==> src/assert_macros.svh <==
// Assertion helper macros for the priority queue RTL.
// Included by files that carry concurrent assertions; no other dependencies.
`ifndef ASSERT_MACROS_SVH
`define ASSERT_MACROS_SVH

// Assertion on the rising clock edge, disabled while the active-low reset is asserted.
`define ASSERT_CLK(label, clk, rst_n, prop, msg) \
	label: assert property (@(posedge clk) disable iff (!rst_n) prop) else $error(msg);

// Assertion that is also checked during reset.
`define ASSERT_ALWAYS(label, clk, prop, msg) \
	label: assert property (@(posedge clk) prop) else $error(msg);

`endif

==> src/spq_pkg.sv <==
// Shared types, sizes and codes for the sorted priority queue.
// No dependencies; used by spq_cell and sorted_priority_queue.
`timescale 1ns / 1ps

package spq_pkg;

	localparam int QUEUE_DEPTH  = 16;
	localparam int PRIO_BITS    = 16;
	localparam int PAYLOAD_BITS = 32;

	localparam logic CMD_ENQ = 1'b0;
	localparam logic CMD_DEQ = 1'b1;

	localparam logic [1:0] STATUS_DONE  = 2'd0;
	localparam logic [1:0] STATUS_EMPTY = 2'd1;
	localparam logic [1:0] STATUS_FULL  = 2'd2;

	localparam logic ORDER_LARGE_FIRST = 1'b0;
	localparam logic ORDER_SMALL_FIRST = 1'b1;

	typedef struct packed {
		logic                    valid;
		logic [PRIO_BITS-1:0]    prio;
		logic [PAYLOAD_BITS-1:0] data;
	} entry_t;

	// Broadcast to every cell each cycle.
	typedef struct packed {
		logic                    enq;
		logic                    deq;
		logic                    order_mode;
		logic [PRIO_BITS-1:0]    prio;
		logic [PAYLOAD_BITS-1:0] data;
	} cell_ctrl_t;

endpackage

==> src/spq_cell.sv <==
// One storage cell of the shift-register priority queue.
// Depends on spq_pkg for entry_t and cell_ctrl_t.
`timescale 1ns / 1ps

module spq_cell (
	input  logic               clk,
	input  logic               arst_n,
	input  spq_pkg::cell_ctrl_t ctrl,
	input  spq_pkg::entry_t    prev_entry,
	input  logic               prev_keep,
	input  spq_pkg::entry_t    next_entry,
	output spq_pkg::entry_t    cur_entry,
	output logic               keep
);

	logic                             valid_q;
	logic [spq_pkg::PRIO_BITS-1:0]    prio_q;
	logic [spq_pkg::PAYLOAD_BITS-1:0] data_q;
	logic                             good;

	// Stored entry ranks equal or ahead of the incoming one: it stays put.
	always_comb begin
		if (ctrl.order_mode == spq_pkg::ORDER_SMALL_FIRST) begin
			good = (prio_q <= ctrl.prio);
		end else begin
			good = (prio_q >= ctrl.prio);
		end
	end

	// Only the leading run of such cells stays; insertion is at the first break.
	assign keep = valid_q && good && prev_keep;

	always_ff @(posedge clk or negedge arst_n) begin
		if (!arst_n) begin
			valid_q <= 1'b0;
		end else if (ctrl.deq) begin
			valid_q <= next_entry.valid;
		end else if (ctrl.enq && !keep) begin
			valid_q <= prev_keep ? 1'b1 : prev_entry.valid;
		end
	end

	always_ff @(posedge clk) begin
		if (ctrl.deq) begin
			prio_q <= next_entry.prio;
			data_q <= next_entry.data;
		end else if (ctrl.enq && !keep) begin
			if (prev_keep) begin
				prio_q <= ctrl.prio;
				data_q <= ctrl.data;
			end else begin
				prio_q <= prev_entry.prio;
				data_q <= prev_entry.data;
			end
		end
	end

	assign cur_entry = '{valid: valid_q, prio: prio_q, data: data_q};

endmodule

==> src/sorted_priority_queue.sv <==
// Sorted priority queue: a row of spq_cell storage cells, cell 0 is the head.
// The result is registered in the output register in the cycle after the input transfer.
// Throughput: one item per cycle while in_stall is low; every cell compares and shifts in parallel.
// Reset: all cells empty, order mode 0 (larger priority first).
// Depends on spq_pkg, spq_cell and assert_macros.svh.
`timescale 1ns / 1ps
`include "assert_macros.svh"

module sorted_priority_queue (
	input  logic                             clk,
	input  logic                             arst_n,
	input  logic                             cfg_we,
	input  logic                             cfg_wdata,
	input  logic                             in_valid,
	output logic                             in_stall,
	input  logic                             cmd,
	input  logic [spq_pkg::PRIO_BITS-1:0]    priority_req,
	input  logic [spq_pkg::PAYLOAD_BITS-1:0] payload,
	output logic                             out_valid,
	input  logic                             out_stall,
	output logic [1:0]                       status,
	output logic [spq_pkg::PRIO_BITS-1:0]    out_priority,
	output logic [spq_pkg::PAYLOAD_BITS-1:0] out_payload,
	output logic                             is_empty
);

	localparam int DEPTH = spq_pkg::QUEUE_DEPTH;

	logic                             order_mode_q;
	logic                             out_valid_q;
	logic [1:0]                       status_q;
	logic [spq_pkg::PRIO_BITS-1:0]    out_prio_q;
	logic [spq_pkg::PAYLOAD_BITS-1:0] out_data_q;
	logic                             is_empty_q;

	spq_pkg::entry_t     cur  [DEPTH];
	logic                keep [DEPTH];
	logic [DEPTH-1:0]    valid_vec;
	spq_pkg::cell_ctrl_t ctrl;
	logic                in_xfer;
	logic                full;
	logic                empty;

	always_ff @(posedge clk or negedge arst_n) begin
		if (!arst_n) begin
			order_mode_q <= spq_pkg::ORDER_LARGE_FIRST;
		end else if (cfg_we) begin
			order_mode_q <= cfg_wdata;
		end
	end

	// Output register frees up when it is empty or drained this cycle.
	assign in_stall = out_valid_q && out_stall;
	assign in_xfer  = in_valid && !in_stall;

	assign full  = cur[DEPTH-1].valid;
	assign empty = !cur[0].valid;

	always_comb begin
		ctrl.enq        = in_xfer && (cmd == spq_pkg::CMD_ENQ) && !full;
		ctrl.deq        = in_xfer && (cmd == spq_pkg::CMD_DEQ) && !empty;
		ctrl.order_mode = order_mode_q;
		ctrl.prio       = priority_req;
		ctrl.data       = payload;
	end

	for (genvar i = 0; i < DEPTH; i++) begin : g_cell
		spq_pkg::entry_t prev_e;
		spq_pkg::entry_t next_e;
		logic            prev_k;

		if (i == 0) begin : g_head
			assign prev_e = '0;
			assign prev_k = 1'b1;
		end else begin : g_body
			assign prev_e = cur[i-1];
			assign prev_k = keep[i-1];
		end

		if (i == DEPTH-1) begin : g_tail
			assign next_e = '0;
		end else begin : g_link
			assign next_e = cur[i+1];
		end

		spq_cell u_cell (
			.clk        (clk),
			.arst_n     (arst_n),
			.ctrl       (ctrl),
			.prev_entry (prev_e),
			.prev_keep  (prev_k),
			.next_entry (next_e),
			.cur_entry  (cur[i]),
			.keep       (keep[i])
		);

		assign valid_vec[i] = cur[i].valid;
	end

	always_ff @(posedge clk or negedge arst_n) begin
		if (!arst_n) begin
			out_valid_q <= 1'b0;
		end else if (in_xfer) begin
			out_valid_q <= 1'b1;
		end else if (!out_stall) begin
			out_valid_q <= 1'b0;
		end
	end

	always_ff @(posedge clk) begin
		if (in_xfer) begin
			if (cmd == spq_pkg::CMD_ENQ) begin
				status_q   <= full ? spq_pkg::STATUS_FULL : spq_pkg::STATUS_DONE;
				out_prio_q <= '0;
				out_data_q <= '0;
				is_empty_q <= 1'b0;
			end else if (empty) begin
				status_q   <= spq_pkg::STATUS_EMPTY;
				out_prio_q <= '0;
				out_data_q <= '0;
				is_empty_q <= 1'b1;
			end else begin
				status_q   <= spq_pkg::STATUS_DONE;
				out_prio_q <= cur[0].prio;
				out_data_q <= cur[0].data;
				is_empty_q <= !cur[1].valid;
			end
		end
	end

	assign out_valid    = out_valid_q;
	assign status       = status_q;
	assign out_priority = out_prio_q;
	assign out_payload  = out_data_q;
	assign is_empty     = is_empty_q;

	// Occupied cells always form a prefix starting at the head.
	`ASSERT_ALWAYS(a_valid_prefix, clk,
		(!arst_n || ((valid_vec & (valid_vec + DEPTH'(1))) == '0)), "valid cells not a prefix")

	`ASSERT_CLK(a_enq_not_empty, clk, arst_n,
		(in_xfer && (cmd == spq_pkg::CMD_ENQ)) |=> (out_valid && !is_empty),
		"enqueue result reports empty queue")

	`ASSERT_CLK(a_deq_empty_status, clk, arst_n,
		(in_xfer && (cmd == spq_pkg::CMD_DEQ) && empty) |=>
		(status == spq_pkg::STATUS_EMPTY && is_empty && $stable(valid_vec)),
		"dequeue from empty queue mishandled")

	`ASSERT_CLK(a_full_drop, clk, arst_n,
		(in_xfer && (cmd == spq_pkg::CMD_ENQ) && full) |=>
		(status == spq_pkg::STATUS_FULL && $stable(valid_vec)),
		"enqueue to full queue changed contents")

endmodule
==> config.mk <==
export PLATFORM = sky130hd
export DESIGN_NAME = sorted_priority_queue
export DESIGN_NICKNAME = d
export VERILOG_FILES = /design/src/spq_pkg.sv /design/src/spq_cell.sv /design/src/sorted_priority_queue.sv
export VERILOG_INCLUDE_DIRS = /design/src /design/src/src
export SDC_FILE = /design/constraint.sdc
export NUM_CORES = 2
export LEC_CHECK = 0
export BUFFER_PORTS_ARGS = -buffer_cell sky130_fd_sc_hd__clkbuf_2
export CORE_UTILIZATION = 35
export DETAILED_ROUTE_END_ITERATION = 10
export GPL_TIMING_DRIVEN = 0
export SLEW_MARGIN = 10
export SYNTH_ARGS = -nofsm -noshare
export SYNTH_HDL_FRONTEND = slang
export SYNTH_SLANG_ARGS = --single-unit
==> constraint.sdc <==
create_clock -name clk -period 16.54 [get_ports clk]
set_clock_uncertainty 0.2 [all_clocks]
set_input_delay 3.308 -clock clk [delete_from_list [all_inputs] [get_ports clk]]
set_output_delay 3.308 -clock clk [all_outputs]
set_load 0.1 [all_outputs]
# ---- Word level (Yosys, flattened, before mapping)
# Cells that the tools add are included.
dict set report totals {
  out_inout_bits 53
  word_cells 336
  ff_bits 837
  in_bits 55
}
dict set report classes {
  n_eq_ne 1
  bitwise_logic 1
  n_lt_le_gt_ge 32
  reduce_logical 89
  n_mux 159
}
# operator count
set op_table {}
lappend op_table {{2-to-1 mux 32 bit} 45}
lappend op_table {{2-to-1 mux 16 bit} 45}
lappend op_table {{>= comparator 16 bit} 16}
lappend op_table {{<= comparator 16 bit} 16}
lappend op_table {{2-to-1 mux 1 bit} 67}
lappend op_table {{logical AND 1 bit} 53}
lappend op_table {{nonzero test 2 bit} 16}
lappend op_table {{zero test 1 bit} 19}
lappend op_table {{2-to-1 mux 2 bit} 2}
lappend op_table {{inequality test 2 x 1 -> 1 bit (second input constant)} 1}
lappend op_table {{AND reduction 2 bit} 1}
lappend op_table {{NOT 1 bit} 1}

# ---- Logic depth before layout (Yosys ltp)
dict set report logic_depth {
  word_depth 22
  depth_mapped 16
  mapped_depth_nobuf 11
}

# ---- Modules after synthesis
# From an unflattened synthesis, not the netlist that was laid out.
dict set report hier_totals {
  hier_cells 4666
  area_unflattened_um2 49247.2
}
# module cells_each area_each_um2 n_inst seq_area_each_um2
set modules_own_cells {}
lappend modules_own_cells {{spq_cell (g_cell[0].u_cell ...)} 284 2951.6 9 1466.4}
lappend modules_own_cells {{spq_cell (g_cell[3].u_cell ...)} 284 2950.3 7 1466.4}
lappend modules_own_cells {sorted_priority_queue 122 2030.7 1 1581.5}

# ---- Worst setup path before layout
# Ideal clock, no wire load.
dict set report synth_timing {
  kind {input port to flip-flop}
  startpoint {in priority_req[15] (netlist name)}
  endpoint {reg g_cell[9].u_cell.data_q[0] (netlist name), enable pin}
  stages 14
  path_buffers 5
  setup_slack_ps 6438
  arrival_time_ps 9382
  t_required_ps 15820
  setup_time_ps 520
  path_cell_list {inv_1 ha_1 nand4_1 a2111o_1 a311o_1 and4_1 clkbuf_1 and3_1 buf_2 and4_1 buf_2 buf_6 buf_2 o21ai_0}
}
dict set report synth_via {
  elab_chain_cells 15
  elab_cells_between_ends 52
  classes_between {20 x order compare; 10 x mux; 22 x reduce/logical}
}
# element line
set synth_rtl {}
lappend synth_rtl {{from (decl)} sorted_priority_queue.sv:17} ;# input logic [spq_pkg::PRIO_BITS-1:0] priority_req,
lappend synth_rtl {{>= comparator 16 bit or <= comparator 16 bit (tied branches)} {spq_cell.sv:26, spq_cell.sv:24}}
lappend synth_rtl {{2-to-1 mux 1 bit} spq_cell.sv:23} ;# if (ctrl.order_mode == spq_pkg::ORDER_SMALL_FIRST) begin
lappend synth_rtl {{logical AND 1 bit (9 in a row)} spq_cell.sv:31} ;# assign keep = valid_q && good && prev_keep;
lappend synth_rtl {{logical AND 1 bit (*)} spq_cell.sv:31}
lappend synth_rtl {{zero test 1 bit (*)} spq_cell.sv:47} ;# end else if (ctrl.enq && !keep) begin
lappend synth_rtl {{logical AND 1 bit (*)} spq_cell.sv:47}
lappend synth_rtl {{nonzero test 2 bit (no line) (*)} --}
lappend synth_rtl {{to (signal assigned)} spq_cell.sv:46} ;# data_q <= next_entry.data;
lappend synth_rtl {{to (signal assigned)} spq_cell.sv:50} ;# data_q <= ctrl.data;
lappend synth_rtl {{to (signal assigned)} spq_cell.sv:53} ;# data_q <= prev_entry.data;
lappend synth_rtl {{to (decl)} spq_cell.sv:18} ;# logic [spq_pkg::PAYLOAD_BITS-1:0] data_q;
# Every way passes the cells marked *; elsewhere a longest branch is shown, timed or not.
# A chain may end at the register's enable or synchronous reset.

# ---- Worst setup path after layout
dict set report layout_timing {
  startpoint {in priority_req[4] (netlist name)}
  endpoint {reg g_cell[11].u_cell.data_q[15] (netlist name), enable pin}
}
dict set report layout_via {
  elab_chain_cells 17
  elab_cells_between_ends 62
  classes_between {24 x order compare; 12 x mux; 26 x reduce/logical}
}
# element line
set layout_rtl {}
lappend layout_rtl {{>= comparator 16 bit or <= comparator 16 bit (tied branches)} {spq_cell.sv:26, spq_cell.sv:24}}
lappend layout_rtl {{2-to-1 mux 1 bit} spq_cell.sv:23}
lappend layout_rtl {{logical AND 1 bit (11 in a row)} spq_cell.sv:31}
lappend layout_rtl {{logical AND 1 bit (*)} spq_cell.sv:31}
lappend layout_rtl {{zero test 1 bit (*)} spq_cell.sv:47}
lappend layout_rtl {{logical AND 1 bit (*)} spq_cell.sv:47}
lappend layout_rtl {{nonzero test 2 bit (no line) (*)} --}
lappend layout_rtl {{to (signal assigned)} spq_cell.sv:46}
lappend layout_rtl {{to (signal assigned)} spq_cell.sv:50}
lappend layout_rtl {{to (signal assigned)} spq_cell.sv:53}
lappend layout_rtl {{to (decl)} spq_cell.sv:18}
# Marks and branches as above.

==> summary.md <==
| Metric | Value |
|---|---|
| Run status | complete, no violations |
| Final Hold Fails | 0 |
| CP cell instances | clkbuf_2, clkinv_1, ha_1, and4_1, o21a_1, o21ai_0, o2111ai_1, mux2_2, nand3_1, clkbuf_1, clkbuf_1, o21ai_0, nand2_4, buf_12 |
| Mux contribution to synthesized area | 0.0770 |
| Syn Nets | 5266 |
| Sw power | 2.87 mW |
| Worst Setup End Kind | register |
| Seq pwr share | 0.421 |
| Most frequent cells in the layout | nand2_1 (799), edfxtp_1 (771), o21ai_0 (508), mux2i_1 (372), nor2_1 (348) |
| Flops & latches, synth | 837 |
| DP HPWL | 162000 um |
| Syn Inst Count | 4971 |
| Clock sink total | roughly 840 |
| Lkg Pwr | 19.7 nW |
| Setup_tns | 0 ps |
| Max incr delay on CP | roughly 1100 ps |
| Setup crit start kind | input pin |
| CTS H-Tree Depth | 3 |
| WL final | between 200000 and 250000 um |
| Skew-Pair Late Insertion Delay | between 700 and 800 ps |
| Commonest non-fill, non-tap cell in the layout | nand2_1 |
| Synth Area in XOR/XNOR | 0.000179 |
| CP top delay family | buffers and inverters |
| Switching power share of the total | 0.375 |
| Post-synthesis cell area | between 0.04 and 0.05 sq mm |
| Worst hold slack | 299 ps |
| Initial antenna violation count | 6 |
| IO buf count | 106 |
| Synth-to-layout area growth | 14.1% |
| Initial drt markers | slightly below 6000 |
| Ys async rst share | 0.0215 |
| Worst path required time | approximately 17000 ps |
| CP Class | in2reg |
| DR vias | 44200 |
| Main synth FF type | edfxtp_1 |
| Worst slew margin | 0.0730 |
| Largest net degree at the start of global routing | 32 |
| CP Buf/Inv Count | 5 |
| Hold_buf cts | 0 |
| Tcrit/Tclk final | 0.595 |
| Max-Cap Viols | 0 |
| RSZ-0062 raised after global routing | false |
| Simple-Gate Fraction of Synth Area | 0.135 |
| Post-layout net count | approximately 5500 |
| Max Fclk | roughly 0.1 GHz |
| Avg WL per Cell | 29.9 um |
| I/O pins | ~110 |
| Post-layout util | 0.404 |
| Syn avg cell area | 9.84 sq um |
| Die height | ~380 um |
| Yosys warns | 0 |
| GRT Overall Usage | 0.298 |
| Global route overflow | 0 |
| RD Place Congestion | 1.02 |
| Max-slew violations | 0 |
| Reg clk slew, reported paths | 80 ps |
| Cell variety after synth | 77 |
| Via-to-Cell Ratio | 6.17 |
| Crit-path slowest cell | clkinv_1 |
| Combinational Power Share | 0.286 |
| Pwr/cell area | 137 mW/mm^2 |
| Setup violators final | 0 |
| Die footprint | 0.141 sq mm |
| DIE WIDTH | 376 um |
| Core area | 0.138 sq mm |
| Clock network power share | 0.293 |
| Tmin final | ~9800 ps |
| Crit-path max FO | 25 |
| Worst-margin pin slew | 1390 ps |
| Design area | about 0.056 sq mm |
| CTS buffer count | 97 |
| Post-Place Cell Area | 0.0527 sq mm |
| Initial core utilization | 0.354 |
| Layout cells sized above 1 | 0.0876 |
| Inst Count DP | 6973 |
| Non-filler cells, final | ~7000 |
| # DRC | 0 |
| Complex-gate fraction of the synthesized area | 0.179 |
| Register area share after synthesis | 0.502 |
| Adder-cell area share of the yosys netlist | 0.0614 |
| Worst vdd ir | about 0.000085 V |
| Internal Power | 4.78 mW |
| Final setup margin | 6690 ps |
| Row count | 136 |
| Main combinational cell family by area after synthesis | compound AO/OA/AOI/OAI gates |
| Post-CTS sizing | 0 |
| Max clock buf depth | 3 |
| EDFF count, synth | 771 |
| First-pass GRT wire length | between 300000 and 400000 um |
| Post-Place Worst Slack | 6710 ps |
| CTS tree | yes |
| Total setup buffers inserted after CTS | 0 |
| Vias in the first global route | 42600 |
| Clock root cell | clkbuf_16 |
| Arr. time, crit path | 10040 ps |
| Hold Crit Class | reg2reg |
| Total power | 7.65 mW |
| DR pass1 iterations | 8 |
| Post-route ant nets | 0 |
-- power by group through the flow --
| stage | Sequential (mW) | Clock [mW] | Combinational [mW] |
|---|---|---|---|
| CTS | 3.20 | 2.24 | 2.13 |
| global placement | 3.32 | 0 | 1.98 |
| floorplan | 3.23 | 0 | 1.19 |
| detailed placement | 3.24 | 0 | 2.12 |
| finish | 3.22 | 2.24 | 2.19 |
| global route | 3.25 | 2.31 | 2.33 |
-- cell type report --
cell class / instances / area [sq um]
fill: 13800 / 82300
sequential: 837 / 24600
multi-input combinational: 3609 / 22300
clock buffer: 113 / 2540
tap: 1863 / 2330
buffer: 478 / 2070
timing repair buffer: 139 / 1240
clock inverter: 65 / 618
inverter: 47 / 179
antenna: 7 / 17.5
-- sequential cells by signal, indices dropped and copies added (netlist names) --
name	cells
out_valid	1
g_cell.u_cell.prio_q	256
is_empty	1
status	2
out_priority	16
g_cell.u_cell.valid_q	16
order_mode_q	1
out_payload	32
g_cell.u_cell.data_q	512
-- cells by family after synthesis --
kind of cell    Yosys count
simple gates           1507
compound gates         1485
flops                   837
buf+inv                 525
mux                     376
fa+ha+maj               240
xor+xnor                  1
-- cell usage after synthesis (48+ instances only) --
library cell / count / share of area
a41oi_1: 49 / 0.0088
a21oi_1: 286 / 0.029
o41ai_1: 48 / 0.0086
dfxtp_1: 48 / 0.020
nor4_1: 54 / 0.0069
o31ai_1: 100 / 0.015
a31oi_1: 301 / 0.038
o21ai_0: 519 / 0.053
nand2_1: 802 / 0.062
o21ai_1: 90 / 0.0092
nand4_1: 90 / 0.012
mux2i_1: 372 / 0.076
ha_1: 240 / 0.061
and3_1: 91 / 0.012
edfxtp_1: 771 / 0.47
buf_2: 101 / 0.010
nor2_1: 348 / 0.027
clkbuf_1: 330 / 0.025
-- routing by layer --
layer / track usage / wire length, um / up-vias / share of wire
met2: 0.422 / 87300 / 2655 / 0.41
li1: - / - / 19100 / -
met5: 0 / 0 / - / 0
met4: 0.173 / 13600 / 0 / 0.064
met1: 0.417 / 90500 / 22000 / 0.42
met3: 0.0608 / 22600 / 444 / 0.11
-- worst register-to-register path, delay by kind of cell, from the launching register on --
family	cells	cell delay [ps]
compound gates	1	120
simple gates	3	1450
flops	1	320
buf+inv	6	4390
-- final timing paths --
kind	startpoint	to	slack, ps	cells after the start
hold / removal	g_cell[4].u_cell.valid_q	g_cell[3].u_cell.valid_q	300	2
hold reg to reg	g_cell[4].u_cell.valid_q	g_cell[3].u_cell.valid_q	300	2
max in group asynchronous	arst_n	g_cell[14].u_cell.valid_q	13160	1
setup reg to reg	g_cell[0].u_cell.valid_q	g_cell[8].u_cell.data_q[28]	9870	10
setup / recovery	priority_req[4]	g_cell[11].u_cell.data_q[15]	6690	14
min in group asynchronous	arst_n	g_cell[0].u_cell.valid_q	2440	1
Power figures use the tool's default switching activity.
